File: src/sv/spq_pkg.sv
`timescale 1ns / 1ps

package spq_pkg;

  localparam int Capacity = 16;
  localparam int CntW = $clog2(Capacity + 1);
  localparam int EntryTotalW = 5;
  localparam logic [CntW-1:0] CapCnt = CntW'(Capacity);

  typedef enum logic {
    ModeInsert = 1'b0,
    ModeRemove = 1'b1
  } mode_e;

  typedef struct packed {
    mode_e              mode;
    logic        [15:0] item_id;
    logic signed [15:0] item_priority;
  } in_t;

  typedef struct packed {
    logic                   success;
    logic            [15:0] removed_id;
    logic signed     [15:0] removed_priority;
    logic            [15:0] head_id;
    logic signed     [15:0] head_priority;
    logic [EntryTotalW-1:0] entry_total;
    logic                   is_empty;
    logic                   is_full;
  } out_t;

  typedef struct packed {
    logic signed [15:0] prio;
    logic        [15:0] id;
  } entry_t;

  typedef struct packed {
    logic   en;
    logic   remove;
    entry_t fresh;
  } cell_cmd_t;

endpackage

File: src/sv/spq_cell.sv
`timescale 1ns / 1ps

module spq_cell (
  input  logic               clk_i,
  input  spq_pkg::cell_cmd_t cmd_i,
  input  logic               live_i,
  input  logic               prev_take_i,
  input  spq_pkg::entry_t    left_i,
  input  spq_pkg::entry_t    right_i,
  output logic               take_o,
  output spq_pkg::entry_t    entry_o
);
  import spq_pkg::*;

  entry_t entry_q;
  entry_t entry_d;

  // A cell takes part in an insert when it is empty or the new entry outranks it.
  assign take_o = !live_i || ($signed(cmd_i.fresh.prio) > $signed(entry_q.prio));

  always_comb begin
    entry_d = entry_q;
    if (cmd_i.remove) begin
      entry_d = right_i;
    end else if (take_o && !prev_take_i) begin
      entry_d = cmd_i.fresh;
    end else if (take_o) begin
      entry_d = left_i;
    end
  end

  always_ff @(posedge clk_i) begin
    if (cmd_i.en) begin
      entry_q <= entry_d;
    end
  end

  assign entry_o = entry_q;

endmodule

File: src/sv/sorted_priority_queue_top.sv
`timescale 1ns / 1ps
// A result appears in the output register in the cycle after its request is accepted.
// One request per cycle unless in_stall_o is high; all cells shift or insert together.
// Input stall is raised only while a held result is itself stalled at the output.
// Reset clears the entry count and the output valid; cell contents are not reset.

module sorted_priority_queue_top (
  input  logic         clk_i,
  input  logic         rst_ni,
  input  logic         in_valid_i,
  output logic         in_stall_o,
  input  spq_pkg::in_t in_req_i,
  output logic         out_valid_o,
  input  logic         out_stall_i,
  output spq_pkg::out_t out_rsp_o
);
  import spq_pkg::*;

  logic            accept;
  logic            is_insert;
  logic            ok;
  logic [CntW-1:0] count_q;
  logic [CntW-1:0] count_d;
  logic            out_valid_q;
  out_t            out_q;
  out_t            out_d;
  cell_cmd_t       cmd;
  entry_t          head_sel;

  entry_t          entries [Capacity];
  entry_t          lefts   [Capacity];
  entry_t          rights  [Capacity];
  logic            takes   [Capacity];
  logic            prevs   [Capacity];
  logic            lives   [Capacity];

  assign in_stall_o = out_valid_q && out_stall_i;
  assign accept     = in_valid_i && !in_stall_o;
  assign is_insert  = (in_req_i.mode == ModeInsert);
  assign ok         = is_insert ? (count_q < CapCnt) : (count_q != '0);

  assign cmd.en         = accept && ok;
  assign cmd.remove     = !is_insert;
  assign cmd.fresh.prio = in_req_i.item_priority;
  assign cmd.fresh.id   = in_req_i.item_id;

  for (genvar i = 0; i < Capacity; i++) begin : g_cell
    assign lives[i]  = CntW'(i) < count_q;
    assign prevs[i]  = (i == 0) ? 1'b0 : takes[(i == 0) ? 0 : i - 1];
    assign lefts[i]  = (i == 0) ? entry_t'('0) : entries[(i == 0) ? 0 : i - 1];
    assign rights[i] = (i + 1 < Capacity) ? entries[(i + 1 < Capacity) ? i + 1 : i]
                                          : entry_t'('0);

    spq_cell u_cell (
      .clk_i       (clk_i),
      .cmd_i       (cmd),
      .live_i      (lives[i]),
      .prev_take_i (prevs[i]),
      .left_i      (lefts[i]),
      .right_i     (rights[i]),
      .take_o      (takes[i]),
      .entry_o     (entries[i])
    );
  end

  always_comb begin
    count_d  = count_q;
    head_sel = entries[0];
    if (ok) begin
      if (is_insert) begin
        count_d  = count_q + CntW'(1);
        head_sel = takes[0] ? cmd.fresh : entries[0];
      end else begin
        count_d  = count_q - CntW'(1);
        head_sel = rights[0];
      end
    end
  end

  always_comb begin
    out_d                  = '0;
    out_d.success          = ok;
    if (ok && !is_insert) begin
      out_d.removed_id       = entries[0].id;
      out_d.removed_priority = entries[0].prio;
    end
    if (count_d != '0) begin
      out_d.head_id       = head_sel.id;
      out_d.head_priority = head_sel.prio;
    end
    out_d.entry_total = EntryTotalW'(count_d);
    out_d.is_empty    = (count_d == '0);
    out_d.is_full     = (count_d >= CapCnt);
  end

  always_ff @(posedge clk_i or negedge rst_ni) begin
    if (!rst_ni) begin
      count_q     <= '0;
      out_valid_q <= 1'b0;
    end else begin
      if (cmd.en) begin
        count_q <= count_d;
      end
      if (accept) begin
        out_valid_q <= 1'b1;
      end else if (!out_stall_i) begin
        out_valid_q <= 1'b0;
      end
    end
  end

  always_ff @(posedge clk_i) begin
    if (accept) begin
      out_q <= out_d;
    end
  end

  assign out_valid_o = out_valid_q;
  assign out_rsp_o   = out_q;

`ifndef SYNTHESIS
  a_count_bound: assert property (@(posedge clk_i) disable iff (!rst_ni)
    count_q <= CapCnt)
    else $error("Entry count exceeds capacity.");

  a_full_reject: assert property (@(posedge clk_i) disable iff (!rst_ni)
    accept && is_insert && (count_q == CapCnt) |=> out_valid_o && !out_rsp_o.success)
    else $error("Insert into a full queue was not rejected.");

  a_remove_count: assert property (@(posedge clk_i) disable iff (!rst_ni)
    accept && !is_insert && (count_q != '0) |=> count_q == $past(count_q) - CntW'(1))
    else $error("Remove did not decrement the entry count.");

  a_empty_head: assert property (@(posedge clk_i) disable iff (!rst_ni)
    accept && (count_d == '0) |=> (out_rsp_o.head_id == '0) && out_rsp_o.is_empty)
    else $error("Empty queue reported a head entry.");
`endif

endmodule

File: config.mk
export PLATFORM = sky130hd
export DESIGN_NAME = sorted_priority_queue_top
export DESIGN_NICKNAME = d
export VERILOG_FILES = /design/src/sv/spq_pkg.sv /design/src/sv/spq_cell.sv /design/src/sv/sorted_priority_queue_top.sv
export SDC_FILE = /design/constraint.sdc
export NUM_CORES = 2
export LEC_CHECK = 0
export BUFFER_PORTS_ARGS = -buffer_cell sky130_fd_sc_hd__buf_2
export CORE_MARGIN = 2
export CORE_UTILIZATION = 40
export CTS_CLUSTER_SIZE = 20
export DETAILED_ROUTE_END_ITERATION = 8
export GPL_TIMING_DRIVEN = 0
export PLACE_DENSITY = 0.63
export RECOVER_POWER = 25
export SYNTH_ARGS = -nofsm -noshare
export SYNTH_HDL_FRONTEND = slang
export SYNTH_SLANG_ARGS = --single-unit
File: constraint.sdc
create_clock -name clk_i -period 5.79 [get_ports clk_i]
set_input_delay 1.158 -clock clk_i [delete_from_list [all_inputs] [get_ports clk_i]]
set_output_delay 1.158 -clock clk_i [all_outputs]
set_load 0.01 [all_outputs]
* Yosys cells after proc, flatten, opt, wreduce, memory -nomap -nowiden *
Cells that the tools add are included.

operators by class
  $add $sub $neg = 2
  $lt $le $gt $ge = 34
  equality and inequality tests = 1
  muxes and demuxes = 52
  reduce and logical (&&, ||, !) cells = 100

operator list
  cell                   number
  $mux W32               47
  $gt A16 B16 Y1         16
  $reduce_bool A3 Y1     15
  $lt A4 B5 Y1 const A   8
  $logic_not A1 Y1       32
  $reduce_and A2 Y1      15
  $lt A3 B5 Y1 const A   4
  $logic_and A1 B1 Y1    19
  $logic_or A1 B1 Y1     16
  $lt A1 B5 Y1 const A   2
  $lt A2 B5 Y1 const A   2
  $mux W5                2
  $reduce_bool A5 Y1     2
  $add A5 B1 Y5 const B  1
  $ge A5 B5 Y1 const B   1
  $logic_not A5 Y1       1
  $lt A5 B5 Y1 const B   1
  $sub A5 B1 Y5 const B  1
  $mux W1                3
  $ne A2 B1 Y1 const B   1

word-level totals
  register bits = 590
  bits of input ports = 37

* Logic depth before layout (Yosys ltp) *
  word-level depth = 7
  mapped depth = 13
  gate-level depth less buffers = 10

* Modules after synthesis *
From an unflattened synthesis, not the netlist that was laid out.

unflattened totals
  cell total of the unflattened synthesis = 3966
  area, all modules = 41163.2 um^2

by module, submodules not included
  module                           times used  cells each  area each (um^2)
  spq_cell (g_cell[0].u_cell ...)  12          219         2279.7
  spq_cell (g_cell[6].u_cell ...)  4           254         2467.4
  sorted_priority_queue_top        1           322         3937.5

* Worst setup path before layout *
Ideal clock, no wire load.

  path type = input-to-reg
  start point = input port in_req_i[0] in the netlist's numbering
  end point = register g_cell[4].u_cell.entry_q (netlist bit g_cell[4].u_cell.entry_o[0]) (enable)
  arrival time = 5.011 ns
  data required time = 5.310 ns
  path slack = 0.299 ns
  stages on the path = 8
  cell sequence = inv_1 > ha_1 > nand2_1 > nor2_1 > and3_1 > a21oi_1 > mux2i_1 > a311oi_1

on the way
  word-level cells in the longest chain between the ends = 6
  elaborated cells on any way between the ends = 8
  those cells by class = order compare (2); reduce/logical (6)

RTL lines
  item                                   line                             RTL
  start: declaration                     sorted_priority_queue_top.sv:12  input spq_pkg::in_t in_req_i,
  $gt A16 B16 Y1                         spq_cell.sv:19                   assign take_o = !live_i || ($signed(cmd_i.fresh.prio) > $signed(entry_q.prio));
  $logic_or A1 B1 Y1                     spq_cell.sv:19
  $logic_not A1 Y1                       spq_cell.sv:25                   end else if (take_o && !prev_take_i) begin
  $logic_and A1 B1 Y1                    spq_cell.sv:25
  $reduce_bool A3 Y1 (no source line) *  -
  $reduce_and A2 Y1 (no source line) *   -
  end signal: assignment                 spq_cell.sv:34                   entry_q <= entry_d;
  end: declaration                       spq_cell.sv:15                   entry_t entry_q;

Mark *: on every way between the ends. The rest lies on a longest branch, timed or not.
A chain may end at the register's enable or synchronous reset.

==> results.sh <==
export IMPL_io_pins=111
export IMPL_yosys_cell_types_count=76
export IMPL_cts_inserted_buffers=68
export IMPL_drive_gt1_share_pct=7.51
export IMPL_clkSlewWorstSetupHoldPaths_ns=0.07
export IMPL_nets=3778
export IMPL_clk_path_buf_depth=3
export IMPL_synth_seq_cells=589
export IMPL_clkLatencyLatePin_ns=0.62
export IMPL_areaGrowthSynthToFinish_pct=11.9
export IMPL_fillCellCount=8352
export IMPL_multi_input_area_sq_mm=0.0158
export IMPL_async_flop_share_pct=1.02
export IMPL_p_leak_uw=0.0158
export IMPL_num_rows=109
export IMPL_worst_pin_slew_ns=1.79
export IMPL_syn_area_sq_mm=0.0355
export IMPL_syn_avg_cell_area_sq_um=10.8
export IMPL_worst_setup_path_type="flip-flop to flip-flop"
export IMPL_cp_start_kind="flip-flop"
export IMPL_cp_arrival_ns=5.45
export IMPL_grt_setup_unrepaired="false"
export IMPL_start_util_pct=40.3
export IMPL_drt_total_wl_microns=119000
export IMPL_yosysWarnings=0
export IMPL_syn_instance_count=3292
export IMPL_hold_viol=0
export IMPL_fmax_mhz=192
export IMPL_reg2reg_depth=7
export IMPL_first_global_vias=28000
export IMPL_cts_hold_buf=0
export IMPL_antenna_left=0
export IMPL_setup_viol_count_final=0
export IMPL_place_port_buffers=110
export IMPL_grt_max_degree=38
export IMPL_syn_num_nets=3588
export IMPL_cts_sinks=589
export IMPL_die_w_microns=302
export IMPL_dr_pass1_iters=6
export IMPL_die_y_microns=302
export IMPL_synth_main_ff_cell="edfxtp_1"
export IMPL_wl_per_cell_microns=25.4
export IMPL_dp_cells=4577
export IMPL_cts_max_level=3
export IMPL_route_vias_total=28800
export IMPL_max_slew_margin_pct=-19.4
export IMPL_critPathCaptureType="flip-flop"
export IMPL_min_period_over_period_pct=90.1
export IMPL_synth_edf_count=583
export IMPL_slew_viol_final=54
export IMPL_drt_iter0_drc=3294
export IMPL_max_cap_viol_count=3
export IMPL_post_dp_hpwl_microns=95400
export IMPL_path_max_fanout=23
export IMPL_hold_class="input pin to asynchronous set/reset pin"
export IMPL_tns_ns=0
export IMPL_via_per_inst=6.13
export IMPL_stdcell_count=4696
export IMPL_place_gp_congestion=0.927
export IMPL_ff_latch_area_sq_mm=0.0177
export IMPL_cts_resized=0
export IMPL_seq_area_frac_synth_pct=49.8
export IMPL_design_core_area_sq_mm=0.0881
export IMPL_tritoncts="built"
export IMPL_violations="capacitance limit, slew limit"
export IMPL_antenna_found_initial=2
export IMPL_worstPathRequired_ns=6.02
export IMPL_grtUsageTotal_pct=25.8
export IMPL_power_density_mw_per_mm2=384
export IMPL_grt_overflow=0
export IMPL_finish_utilization_pct=45.1
export IMPL_cts_root_buffer="clkbuf_16"
export IMPL_post_cts_buffers=0
export IMPL_min_period_ns=5.22
export IMPL_status="finished with violations"
export IMPL_clock_skew_ns=0.0226
export IMPL_die_area_sq_mm=0.0911
export IMPL_grt_pass1_wl_microns=175000
export IMPL_remaining_drc_errors=0
export IMPL_ir_worst_vdd_uv=240
metal layers:
layer | track usage (%) | wire, microns
met1 | 33.9 | 47700
met2 | 43.4 | 56300
met3 | 3.64 | 11400
met4 | 9.10 | 4090
met5 | 0 | 0
worst paths after layout:
| check | start | endpoint | slack (ns) |
|---|---|---|---|
| min in group clk_i | out_valid_o | out_valid_o | 0.52 |
| worst min-delay path | rst_ni | count_q[3] | 0.44 |
| worst max register to register | count_q[4] | g_cell[0].u_cell.entry_o[3] | 0.57 |
| max in group asynchronous | rst_ni | count_q[1] | 5.05 |
| worst max-delay path | count_q[4] | g_cell[0].u_cell.entry_o[3] | 0.57 |
| worst min register to register | out_valid_o | out_valid_o | 0.52 |
where the power goes:
group          internal (uW)  switching [uW]  leakage (uW)
logic                   1740            3150       0.00920
clock network           2350            1810       0.00101
registers               5740             442       0.00558
total                   9820            5400        0.0158
sequential cells by signal, summed over array words and instances (netlist names):
| name | count |
|---|---|
| out_rsp_o | 71 |
| count_q | 5 |
| g_cell.u_cell.entry_o | 512 |
| out_valid_o | 1 |
worst max-delay path, stage by stage, from the launching register on:
cell and delay [ns]:
dfrtp_1 0.32, clkbuf_1 0.63, nor3_1 0.45, a21oi_1 0.62
nor2_2 0.22, nor2_1 0.86, clkbuf_2 0.75, clkbuf_1 0.94
cells in the mapped netlist (all sizes together), types with 3 or more instances:
master   instances  area (sq um)
a2111oi          3          27.5
a211oi          14           145
a21boi          12          90.1
a21o            86           646
a21oi           87           435
a221o          176          1760
a221oi          36           315
a22o            51           447
a22oi           31           233
a311oi           4          47.6
a31oi            6          37.5
and2            27           169
and3             8          50.1
and4            10          87.6
buf             87           484
clkbuf         139           522
dfrtp            6           150
edfxtp         583         17500
ha             259          3240
inv            268          1010
mux2            16           184
mux2i          114          1140
nand2          309          1160
nand2b           9          56.3
nand3          145           731
nand3b           4          30.0
nand4           46           288
nor2           241           910
nor2b           50           313
nor3            29           173
nor3b           17           128
nor4            10          68.8
o211ai         100           751
o21a            13          97.6
o21ai          127           647
o21bai           5          37.5
o221ai          77           674
o22ai            3          18.8
o31a             6          52.6
o31ai           30           225
o32ai            3          26.3
or2             16           100
or4              4          30.0
xnor2            5          43.8
logic make-up (layout without fill, tap and decap cells):
kind of cell	after synthesis	count (layout)	share of synthesized area [%]
buffers and inverters	495	733	5.68
other	0	1	0
xor gates and xnor gates	6	6	0.148
muxes	130	130	3.74
adders and majority gates	259	259	9.14
AOI/OAI and AO/OA	882	882	19.3
DFF	589	589	49.8
and+or+nand+nor	931	931	12.2
final cells by class:
cell class / instances / share of cell area, %
clock buffers: 81 / 4.52
multi-input cells: 2208 / 39.9
diodes: 1 / 0.00630
flip-flops and latches: 589 / 44.5
inverters: 269 / 2.54
repair buffers: 120 / 1.66
clock inverters: 37 / 0.712
plain buffers: 226 / 2.52
well taps: 1165 / 3.67
layout by cell type, fill, tap and decap left out, drive strengths merged, types with 87 or more instances in the layout:
cell type and n:
edfxtp 583, nand2 309, clkbuf 304, inv 272, ha 259, nor2 241, a221o 176, nand3 145
o21ai 127, buf 123, mux2i 114, o211ai 100, a21oi 87
through the flow:
| stage | power [uW] | instance area [sq um] | hold WS (ns) | setup WS [ns] |
|---|---|---|---|---|
| 3_5_place_dp | 11100 | 37800 | 0.514 | -0.167 |
| 6_report | 15200 | 39700 | 0.440 | 0.571 |
| 3_3_place_gp | 10900 | 37500 | 0.507 | -2.00 |
| 2_1_floorplan | 9400 | 35500 | 0.520 | 0.299 |
| 5_1_grt | 15900 | 39700 | 0.472 | 0.463 |
| 4_1_cts | 15200 | 39900 | 0.357 | 0.463 |
Power figures use the tool's default switching activity.
